$ cat src/hdl/assert_macros.svh
// Assertion macros for the RTL modules of the depacketizer; the output stage uses them.
`ifndef ASSERT_MACROS_SVH
`define ASSERT_MACROS_SVH

// Checks that an expression holds at every clock edge outside reset.
`define ASSERT_ALWAYS(label, expr, msg) \
    label: assert property (@(posedge aclk) disable iff (!aresetn) (expr)) \
        else $error(msg);

// Checks that a condition implies a consequence in the same cycle.
`define ASSERT_IMPLIES(label, ante, cons, msg) \
    label: assert property (@(posedge aclk) disable iff (!aresetn) (ante) |-> (cons)) \
        else $error(msg);

`endif

$ cat src/hdl/h264rtp_pkg.sv
// Package with types and constants for the H.264 RTP depacketizer.
package h264rtp_pkg;

    // Width of the packet length and byte offset.
    localparam int LENGTH_BITS = 16;
    // Width of the STAP-A end-of-entry sum.
    localparam int SUM_BITS = 17;

    // NAL unit types found in the first payload byte.
    localparam logic [4:0] NAL_SINGLE_MIN = 5'd1;
    localparam logic [4:0] NAL_SINGLE_MAX = 5'd23;
    localparam logic [4:0] NAL_STAP_A     = 5'd24;
    localparam logic [4:0] NAL_FU_A       = 5'd28;

    // Number of bytes in an Annex-B start code.
    localparam logic [2:0] START_CODE_LEN = 3'd4;

    typedef enum logic [1:0] {
        KIND_DROP   = 2'd0,
        KIND_SINGLE = 2'd1,
        KIND_STAP   = 2'd2,
        KIND_FU     = 2'd3
    } kind_t;

    typedef enum logic [1:0] {
        PHASE_SIZE_HIGH = 2'd0,
        PHASE_SIZE_LOW  = 2'd1,
        PHASE_DATA      = 2'd2
    } phase_t;

    // Results planned for one input transfer, handed to the output stage.
    typedef struct packed {
        logic       load;
        logic       start_code;
        logic       byte_en;
        logic [7:0] data;
        logic       au_end;
    } plan_t;

endpackage

$ cat src/hdl/h264rtp_parse.sv
// Payload parser: packet state and the result plan for each input byte.
module h264rtp_parse (
    input  logic                   aclk,
    input  logic                   aresetn,
    input  logic                   s_valid,
    input  logic                   in_ready,
    input  logic [7:0]             s_data_byte,
    input  logic                   s_first_of_packet,
    input  logic [15:0]            s_packet_length,
    input  logic                   s_rtp_marker,
    output h264rtp_pkg::plan_t     plan
);
    import h264rtp_pkg::*;

    logic [LENGTH_BITS-1:0] offset_reg, offset_next, offset_eff;
    logic [LENGTH_BITS-1:0] length_reg, length_next;
    logic                   marker_reg, marker_next;
    kind_t                  kind_reg, kind_next;
    logic [2:0]             ind_reg, ind_next;
    phase_t                 phase_reg, phase_next;
    logic [7:0]             size_high_reg, size_high_next;
    logic [15:0]            entry_reg, entry_next;
    logic                   frag_active_reg, frag_active_next;
    logic                   frag_pass_reg, frag_pass_next;
    logic                   frag_end_reg, frag_end_next;
    logic                   has_data_reg, has_data_next;

    logic                   accept;
    logic [4:0]             hdr_type;
    logic [15:0]            entry_size;
    logic [SUM_BITS-1:0]    entry_end;
    logic                   emit_sc;
    logic                   emit_byte;
    logic [7:0]             emit_data;
    logic                   emit_au;
    logic                   data_seen;

    assign accept     = s_valid && in_ready;
    assign hdr_type   = s_data_byte[4:0];
    assign entry_size = {size_high_reg, s_data_byte};

    // Decode one byte against the packet state.
    always_comb begin
        // A first byte restarts the packet and closes a fragment run whose end was pending.
        kind_next        = s_first_of_packet ? KIND_DROP : kind_reg;
        frag_active_next = (s_first_of_packet && frag_end_reg) ? 1'b0 : frag_active_reg;
        frag_end_next    = s_first_of_packet ? 1'b0 : frag_end_reg;
        frag_pass_next   = s_first_of_packet ? 1'b0 : frag_pass_reg;
        length_next      = s_first_of_packet ? s_packet_length[LENGTH_BITS-1:0] : length_reg;
        marker_next      = s_first_of_packet ? s_rtp_marker : marker_reg;
        offset_eff       = s_first_of_packet ? '0 : offset_reg;
        phase_next       = s_first_of_packet ? PHASE_SIZE_HIGH : phase_reg;
        entry_next       = s_first_of_packet ? 16'd0 : entry_reg;
        ind_next         = ind_reg;
        size_high_next   = size_high_reg;
        has_data_next    = has_data_reg;
        offset_next      = offset_eff;
        entry_end        = SUM_BITS'(offset_eff) + SUM_BITS'(1) + SUM_BITS'(entry_size);
        emit_sc          = 1'b0;
        emit_byte        = 1'b0;
        emit_data        = s_data_byte;
        emit_au          = 1'b0;
        data_seen        = 1'b0;

        if (offset_eff < length_next) begin
            if (offset_eff == '0) begin
                // Packet header byte selects how the payload is handled.
                if (hdr_type >= NAL_SINGLE_MIN && hdr_type <= NAL_SINGLE_MAX) begin
                    kind_next        = KIND_SINGLE;
                    frag_active_next = 1'b0;
                    emit_sc          = 1'b1;
                    emit_byte        = 1'b1;
                end else if (hdr_type == NAL_STAP_A) begin
                    kind_next        = KIND_STAP;
                    frag_active_next = 1'b0;
                end else if (hdr_type == NAL_FU_A) begin
                    kind_next = KIND_FU;
                    ind_next  = s_data_byte[7:5];
                end else begin
                    kind_next = KIND_DROP;
                end
            end else begin
                case (kind_next)
                    KIND_SINGLE: begin
                        emit_byte = 1'b1;
                    end
                    KIND_STAP: begin
                        case (phase_next)
                            PHASE_SIZE_HIGH: begin
                                size_high_next = s_data_byte;
                                phase_next     = PHASE_SIZE_LOW;
                            end
                            PHASE_SIZE_LOW: begin
                                // An entry running past the packet drops the rest.
                                if (entry_end > SUM_BITS'(length_next)) begin
                                    kind_next = KIND_DROP;
                                end else begin
                                    emit_sc    = 1'b1;
                                    entry_next = entry_size;
                                    phase_next = (entry_size != 16'd0) ? PHASE_DATA
                                                                       : PHASE_SIZE_HIGH;
                                end
                            end
                            default: begin
                                emit_byte  = 1'b1;
                                entry_next = entry_next - 16'd1;
                                if (entry_next == 16'd0) begin
                                    phase_next = PHASE_SIZE_HIGH;
                                end
                            end
                        endcase
                    end
                    KIND_FU: begin
                        if (offset_eff == LENGTH_BITS'(1)) begin
                            // Fragment header: start bit rebuilds the NAL header.
                            frag_end_next = s_data_byte[6];
                            if (s_data_byte[7]) begin
                                emit_sc          = 1'b1;
                                emit_byte        = 1'b1;
                                emit_data        = {ind_next, s_data_byte[4:0]};
                                frag_active_next = 1'b1;
                                frag_pass_next   = 1'b1;
                            end else begin
                                frag_pass_next = frag_active_next;
                            end
                        end else if (frag_pass_next) begin
                            emit_byte = 1'b1;
                        end
                    end
                    default: begin
                    end
                endcase
            end

            offset_next = offset_eff + LENGTH_BITS'(1);
            data_seen   = has_data_reg || emit_sc || emit_byte;
            has_data_next = data_seen;

            // Packet end: close the fragment run if its end bit was seen, and flush on the marker once data was seen.
            if (offset_next == length_next) begin
                if (frag_end_next) begin
                    frag_active_next = 1'b0;
                end
                frag_end_next  = 1'b0;
                frag_pass_next = 1'b0;
                if (marker_next && data_seen &&
                    !(kind_next == KIND_FU && length_next < LENGTH_BITS'(2))) begin
                    emit_au          = 1'b1;
                    has_data_next    = 1'b0;
                    frag_active_next = 1'b0;
                end
            end
        end

        plan.load       = accept && (emit_sc || emit_byte || emit_au);
        plan.start_code = emit_sc;
        plan.byte_en    = emit_byte;
        plan.data       = emit_data;
        plan.au_end     = emit_au;
    end

    // Packet state registers, updated on each input transfer.
    always_ff @(posedge aclk) begin
        if (!aresetn) begin
            offset_reg      <= '0;
            length_reg      <= '0;
            marker_reg      <= 1'b0;
            kind_reg        <= KIND_DROP;
            ind_reg         <= 3'd0;
            phase_reg       <= PHASE_SIZE_HIGH;
            size_high_reg   <= 8'd0;
            entry_reg       <= 16'd0;
            frag_active_reg <= 1'b0;
            frag_pass_reg   <= 1'b0;
            frag_end_reg    <= 1'b0;
            has_data_reg    <= 1'b0;
        end else if (accept) begin
            offset_reg      <= offset_next;
            length_reg      <= length_next;
            marker_reg      <= marker_next;
            kind_reg        <= kind_next;
            ind_reg         <= ind_next;
            phase_reg       <= phase_next;
            size_high_reg   <= size_high_next;
            entry_reg       <= entry_next;
            frag_active_reg <= frag_active_next;
            frag_pass_reg   <= frag_pass_next;
            frag_end_reg    <= frag_end_next;
            has_data_reg    <= has_data_next;
        end
    end

endmodule

$ cat src/hdl/h264rtp_emit.sv
// Output stage: holds one plan and sends its results one per cycle while m_ready is high.
`include "assert_macros.svh"

module h264rtp_emit (
    input  logic               aclk,
    input  logic               aresetn,
    input  h264rtp_pkg::plan_t plan,
    output logic               in_ready,
    output logic               m_valid,
    input  logic               m_ready,
    output logic [7:0]         m_out_byte,
    output logic               m_byte_valid,
    output logic               m_au_end,
    output logic               m_last_in_run
);
    import h264rtp_pkg::*;

    logic       busy_reg;
    logic [2:0] pos_reg;
    logic [2:0] count_reg;
    logic       sc_reg;
    logic       byte_en_reg;
    logic [7:0] data_reg;
    logic       au_reg;
    logic       last;
    logic [2:0] plan_count;

    // Results in a plan: start code, then the byte, or a lone flush marker.
    always_comb begin
        plan_count = (plan.start_code ? START_CODE_LEN : 3'd0) + {2'd0, plan.byte_en};
        if (plan_count == 3'd0) begin
            plan_count = 3'd1;
        end
    end

    assign last     = (pos_reg == count_reg - 3'd1);
    assign in_ready = !busy_reg || (m_ready && last);

    // Result selection for the current position.
    always_comb begin
        if (sc_reg && pos_reg < START_CODE_LEN) begin
            m_byte_valid = 1'b1;
            m_out_byte   = (pos_reg == START_CODE_LEN - 3'd1) ? 8'd1 : 8'd0;
        end else if (byte_en_reg) begin
            m_byte_valid = 1'b1;
            m_out_byte   = data_reg;
        end else begin
            m_byte_valid = 1'b0;
            m_out_byte   = 8'd0;
        end
    end

    assign m_valid       = busy_reg;
    assign m_last_in_run = last;
    assign m_au_end      = au_reg && last;

    // Plan register and position counter.
    always_ff @(posedge aclk) begin
        if (!aresetn) begin
            busy_reg  <= 1'b0;
            pos_reg   <= 3'd0;
            count_reg <= 3'd0;
        end else if (plan.load) begin
            busy_reg  <= 1'b1;
            pos_reg   <= 3'd0;
            count_reg <= plan_count;
        end else if (busy_reg && m_ready) begin
            if (last) begin
                busy_reg <= 1'b0;
            end else begin
                pos_reg <= pos_reg + 3'd1;
            end
        end
    end

    always_ff @(posedge aclk) begin
        if (plan.load) begin
            sc_reg      <= plan.start_code;
            byte_en_reg <= plan.byte_en;
            data_reg    <= plan.data;
            au_reg      <= plan.au_end;
        end
    end

    `ASSERT_IMPLIES(a_load_when_free, plan.load, in_ready, "plan loaded over a pending result")
    `ASSERT_IMPLIES(a_pos_in_range, busy_reg, pos_reg < count_reg, "result position out of range")
    `ASSERT_IMPLIES(a_flush_only, m_valid && !m_byte_valid, m_au_end,
        "empty result without access unit end")
    `ASSERT_IMPLIES(a_count_bound, busy_reg, count_reg <= START_CODE_LEN + 3'd1,
        "too many results in one plan")

endmodule

$ cat src/hdl/h264_rtp_depacketizer.sv
// Top level of the H.264 RTP depacketizer: parser and output stage.
// The first result of an input transfer is presented the cycle after it.
// The output stage sends results as m_ready takes them; a plain payload byte is one
// result, while a start code holds the input until its bytes and any payload byte are sent.
// The output stage accepts the next byte in the cycle its last result is taken.
// Reset: synchronous active-low aresetn clears all packet state; no clearing pass.
module h264_rtp_depacketizer (
    input  logic        aclk,
    input  logic        aresetn,
    input  logic        s_valid,
    output logic        s_ready,
    input  logic [7:0]  s_data_byte,
    input  logic        s_first_of_packet,
    input  logic [15:0] s_packet_length,
    input  logic        s_rtp_marker,
    output logic        m_valid,
    input  logic        m_ready,
    output logic [7:0]  m_out_byte,
    output logic        m_byte_valid,
    output logic        m_au_end,
    output logic        m_last_in_run
);
    import h264rtp_pkg::*;

    plan_t plan;

    // Byte parser with the packet state.
    h264rtp_parse u_parse (
        .aclk              (aclk),
        .aresetn           (aresetn),
        .s_valid           (s_valid),
        .in_ready          (s_ready),
        .s_data_byte       (s_data_byte),
        .s_first_of_packet (s_first_of_packet),
        .s_packet_length   (s_packet_length),
        .s_rtp_marker      (s_rtp_marker),
        .plan              (plan)
    );

    // Result register and sequencer.
    h264rtp_emit u_emit (
        .aclk          (aclk),
        .aresetn       (aresetn),
        .plan          (plan),
        .in_ready      (s_ready),
        .m_valid       (m_valid),
        .m_ready       (m_ready),
        .m_out_byte    (m_out_byte),
        .m_byte_valid  (m_byte_valid),
        .m_au_end      (m_au_end),
        .m_last_in_run (m_last_in_run)
    );

endmodule
$ cat config.mk
export PLATFORM = sky130hd
export DESIGN_NAME = h264_rtp_depacketizer
export DESIGN_NICKNAME = d
export VERILOG_FILES = /design/src/hdl/h264rtp_pkg.sv /design/src/hdl/h264rtp_parse.sv /design/src/hdl/h264rtp_emit.sv /design/src/hdl/h264_rtp_depacketizer.sv
export VERILOG_INCLUDE_DIRS = /design/src /design/src/hdl
export SDC_FILE = /design/constraint.sdc
export NUM_CORES = 1
export LEC_CHECK = 0
export ABC_AREA = 1
export BUFFER_PORTS_ARGS = -buffer_cell sky130_fd_sc_hd__buf_2
export CAP_MARGIN = 10
export CORE_UTILIZATION = 45
export CTS_BUF_LIST = sky130_fd_sc_hd__clkbuf_4
export DETAILED_ROUTE_END_ITERATION = 6
export GPL_TIMING_DRIVEN = 0
export HOLD_SLACK_MARGIN = 0.06
export PLACE_DENSITY_LB_ADDON = 0.08
export SETUP_SLACK_MARGIN = 0.5
export SYNTH_ARGS = -nofsm -noshare
export SYNTH_HDL_FRONTEND = slang
export SYNTH_SLANG_ARGS = --single-unit
$ cat constraint.sdc
create_clock -name aclk -period 5.05 [get_ports aclk]
set_input_delay 0 -clock aclk [delete_from_list [all_inputs] [get_ports aclk]]
set_output_delay 0 -clock aclk [all_outputs]
set_load 0.005 [all_outputs]
# ---- Word-level counts from Yosys, hierarchy flattened
# Cells that the tools add are included.
dict set report totals {
  word_cells 168
  out_inout_bits 13
  inputBits 30
  regBits 86
}
dict set report op_classes {
  add_sub_neg 7
  n_eq_ne 11
  bitwise_logic 5
  order_cmp 6
  n_mux 88
  n_reduce_logical 32
}
# cell n
set op_table {}
lappend op_table {{$mux W16} 8}
lappend op_table {{$mux W8} 7}
lappend op_table {{$mux W1} 50}
lappend op_table {{$mux W2} 17}
lappend op_table {{$logic_not A16 Y1} 2}
lappend op_table {{$pmux W16 S2} 1}
lappend op_table {{$add A16 B1 Y17 const B} 1}
lappend op_table {{$add A17 B16 Y17} 1}
lappend op_table {{$gt A17 B16 Y1} 1}
lappend op_table {{$add A16 B1 Y16 const B} 1}
lappend op_table {{$eq A16 B1 Y1 const B} 1}
lappend op_table {{$eq A16 B16 Y1} 1}
lappend op_table {{$lt A16 B16 Y1} 1}
lappend op_table {{$lt A16 B2 Y1 const B} 1}
lappend op_table {{$reduce_bool A16 Y1} 1}
lappend op_table {{$sub A16 B1 Y16 const B} 1}
lappend op_table {{$logic_and A1 B1 Y1} 11}
lappend op_table {{$eq A5 B5 Y1 const B} 2}
lappend op_table {{$eq A2 B2 Y1 const B} 3}
lappend op_table {{$mux W3} 2}
lappend op_table {{$reduce_and A2 Y1} 3}
lappend op_table {{$reduce_and A6 Y1} 1}
lappend op_table {{$ge A5 B1 Y1 const B} 1}
lappend op_table {{$le A5 B5 Y1 const B} 1}
lappend op_table {{18 further kinds} 30}

# ---- Depth between registers and ports, before layout
dict set report logic_depth {
  word_depth 20
  mapped_depth 37
  mapped_depth_nobuf 34
}

# ---- Modules after synthesis
# Synthesis repeated with hierarchy kept, for this count alone.
dict set report unflattened {
  cells_unflattened 1165
  area_unflattened_um2 7548.5
}
# module area_each_um2 seq_area_each_um2 instances cells_each
set modules_own_cells {}
lappend modules_own_cells {h264rtp_parse 6776.5 1361.3 1 1083}
lappend modules_own_cells {h264rtp_emit 772.0 450.4 1 82}

# ---- Least setup slack after synthesis
# OpenSTA, ideal clock, no wires.
dict set report synth_timing {
  kind {input-to-reg}
  start {input s_first_of_packet}
  end {register u_emit.au_reg, enable pin}
  required_time_ps 4711
  path_stages 36
  t_arrival_ps 4245
  path_buffers 4
  setup_ps 339
  setup_slack_ps 466
  cell_sequence {buf_6 buf_6 buf_4 clkbuf_1 nor2_1 ha_1 inv_1 nor2_1 o21ai_0 nand2_1 nand3_1 nand3_1 nand2_1 nor2_1 o31ai_1 nor2_1 a21boi_0 o21ai_0 xor2_1 ha_1 inv_1 nor3_1 nand2_1 nand2_1 nand2_1 nand2_1 nand2_1 nand2_1 nand2_1 nand2_1 nand2_1 nand2_2 nand4_2 nand2_2 nand2_4 inv_1}
}
# element line
set synth_rtl {}
lappend synth_rtl {{start: declaration} h264_rtp_depacketizer.sv:13} ;# input logic s_first_of_packet,
lappend synth_rtl {{end signal: assignment} h264rtp_emit.sv:81} ;# au_reg <= plan.au_end;
lappend synth_rtl {{end: declaration} h264rtp_emit.sv:24} ;# logic au_reg;

==> impl_metrics.yaml <==
critical_path:
  cp.arrival_ps: 4480
  path_cells: "inv_1 > nor2_2 > ha_1 > a21oi_1 > nor2_1 > a211oi_1 > o211ai_1 > a211oi_1 > a21oi_1 > xnor2_1 > inv_1 > ha_1 > and3_1 > nand4_1 > nand2_2 > nand2_2 > nand2_4 > nand2_2 > nand2_2 > nand2_4 > nand4_4 > nand2_2 > nand2_4 > clkinvlp_4"
  cp-startpoint: "u_parse.offset_reg[10]$_SDFFE_PN0P_"
  crit_path_frequent_cell: "nand2_2"
  path_max_fanout: 6
  endpoint_kind: "flop"
  cpPeakStageDelay_ps: 420
  critical_path_class: "flop to flop"
  cp.required_ps: 5290
  worstSetupStartpointType: "flop"
  r2r_slack_ps: 810
  crit_slowest_cell: "dfxtp_1"
  r2r_start: "u_parse.offset_reg[10]$_SDFFE_PN0P_"
  cp-endpoint: "u_emit.sc_reg$_DFFE_PP_"
  regToRegEndpoint: "u_emit.sc_reg$_DFFE_PP_"
  r2r_cells: 24
finish:
  synthToLayoutAreaGrowth_pct: 14.6
  layout_commonest_cell: "nand2_1"
  final_core_util_pct: 53.2
  drive_gt1_share_pct: 15.2
  num-nets-final: 1303
  final_cell_mix: "nand2_1 (242), inv_1 (147), nor2_1 (100), a21oi_1 (96)"
place:
  gp_congestion: 0.977
  io_buffers: 42
  place_ws_ps: -785
  hpwl_mm: 19.4
routing:
  num_vias: 7865
  first_pass_iters: 5
  drt_wl_total_mm: 25.4
  drcViolationCount: 0
  ant_nets: 0
  wire_per_inst_um: 17.5
  viasPerCell: 5.44
  drtIter0Drc: 881
sta:
  final.period_utilization_pct: 84.0
  max-slew-margin-rel_pct: 21.8
  finalHoldViolCount: 0
  worst_clock_skew_ps: 29.1
  maxSlewViolCount: 0
  max_freq_ghz: 0.236
  rsz0062_at_grt: "false"
  min_period_ps: 4240
  worst_slack_ps: 807
  whs_ps: 84.7
  setup-violations-final: 0
  worst_pin_slew_ps: 1160
logic_synthesis:
  synth_top_family_by_area: "simple AND/OR/NAND/NOR gates"
  yosys.area_share.simple_pct: 32.5
  synth_seq_area_share_pct: 24.5
  muxShareOfSynthArea_pct: 0.541
  synth_xor_area_share_pct: 3.97
  synth_async_sr_flop_share_pct: 0
  synth_seq_cells: 85
  netlist_instances: 1140
  synth_area_um2: 7400
  synth_nets: 1218
  synth_edf_count: 11
  synthFlopType: "dfxtp_1"
  yosysWarningCount: 0
  synth_compound_area_share_pct: 19.4
  syn_area_per_cell_um2: 6.49
  synth-adder-area-share_pct: 8.22
  ys_types: 58
floorplanning:
  initial_utilization_pct: 46.4
  dieArea_um2: 17000
  rows: 46
  chipHeight_um: 130
  io_pins: 43
  die_w_um: 130
  core_region_area_um2: 15900
grt:
  grtUsageTotal_pct: 30.9
  grt_max_degree: 19
  grt_pass1_vias: 6937
  antenna_found_initial: 1
  grt_pass1_wl_mm: 38.9
  grt_overflow: 0
cts:
  cts.htree.levels: 3
  clk_latency_ps: 510
  cts_buffer_depth: 2
  cts_made_buffers: 9
  clk_transition_reported_paths_ps: 180
  root_buffer: "clkbuf_4"
  tritoncts: "built"
  cts_sinks: 85
outcome:
  status: "finished clean"
power:
  p_leak_nw: 4.10
  ir_drop_v: 0.000128
  p_per_area_nw_per_um2: 199
flow_run:
  maxCapViolations: 0
min_path:
  timing.hold.worst.class: "input pin to flop"
[cell families (layout without fill, tap and decap cells)]
group,after synthesis,in the layout
flops,85,85
compound gates,250,250
fa+ha+maj,48,48
simple gates,521,521
other cells,0,1
buf+inv,200,290
xor+xnor,32,32
mux,4,4
[worst max-delay path: cells and delay by family (launching register included)]
| family | cells | cell delay [ps] |
|---|---|---|
| AND/OR/NAND/NOR | 13 | 1440 |
| AO/OA/AOI/OAI | 5 | 990 |
| adder cells (fa/ha/maj) | 2 | 630 |
| flip-flops | 1 | 420 |
| buffers and inverters | 3 | 320 |
| XOR/XNOR | 1 | 150 |
[how the worst min path moves through the flow]
stage / start / end / cells after the start
3_5_place_dp: s_data_byte[0] / u_emit.data_reg[0]$_DFFE_PP_ / 1
5_1_grt: s_first_of_packet / u_parse.offset_reg[3]$_SDFFE_PN0P_ / 4
4_1_cts: s_packet_length[3] / u_parse.length_reg[3]$_SDFFE_PN0P_ / 4
6_report: s_first_of_packet / u_parse.offset_reg[3]$_SDFFE_PN0P_ / 4
2_1_floorplan: s_data_byte[0] / u_emit.data_reg[0]$_DFFE_PP_ / 0
3_3_place_gp: s_data_byte[3] / u_emit.data_reg[3]$_DFFE_PP_ / 1
[area by class of cell]
type,count,area [µm²]
inverter,162,612
clock buffer,9,67.6
buffer,38,239
multi-input combinational,855,4900
clock inverter,7,76.3
tap,216,270
timing repair buffer,73,495
antenna,1,2.50
sequential,85,1810
timing repair inverter,1,7.51
fill,1662,7460
[cells in the mapped netlist, types with 4 or more instances]
master    number  area [µm²]
a211oi_1      14         105
mux2i_1        4        40.0
nor4_1         5        31.3
nor2_2        13        81.3
ha_1          47         588
o21ai_0       76         380
inv_1        151         567
buf_6          6        67.6
nand3_2        6        60.1
xor2_1        27         236
a21oi_1       96         480
nand4_1       18         113
nand3_1       69         345
buf_2          5        25.0
edfxtp_1      11         330
o31ai_1        4        30.0
clkbuf_1      25        93.8
dfxtp_1       74        1480
o21ai_1       10        50.1
o211ai_1      21         158
nor2_1       106         398
inv_2         10        37.5
nand2_2       12        75.1
nor3_1         7        35.0
nand2_1      250         938
or2_2          8        50.1
nor2_4         8        90.1
xnor2_1        4        35.0
o21ai_2        5        43.8
[where the power goes]
group | leakage [nW] | internal, mW | switching, mW | total [mW]
logic | 3.31 | 0.171 | 0.333 | 0.504
registers | 0.710 | 0.729 | 0.0212 | 0.751
clock network | 0.0792 | 0.119 | 0.312 | 0.431
total | 4.10 | 1.02 | 0.666 | 1.68
[routing by layer]
metal / vias to the layer above / routed length [µm] / global-route usage (%)
li1: 3944 / - / -
met1: 3599 / 12000 / 43.5
met2: 294 / 11200 / 48.4
met3: 28 / 1790 / 5.13
met4: 0 / 395 / 8.76
met5: - / 0 / 0
[metrics by stage]
stage,std cells,power [mW],setup TNS [ps],instance area [µm²]
detailed placement,1398,1.23,-15960,7880
global placement,1398,1.22,-17780,7880
global route,1447,1.78,0,8480
CTS,1435,1.68,0,8280
floorplan,1140,1.08,0,7400
finish,1447,1.68,0,8480
[timing repair]
action                                 CTS  global route
setup endpoints to repair               37            35
setup buffers                            0            11
cloned                                   1             0
endpoints found under the hold margin   43             0
hold buffers                            20             0
resized for setup                       15            36
pin swaps                                0            19
(Power assumes the default switching activity.)
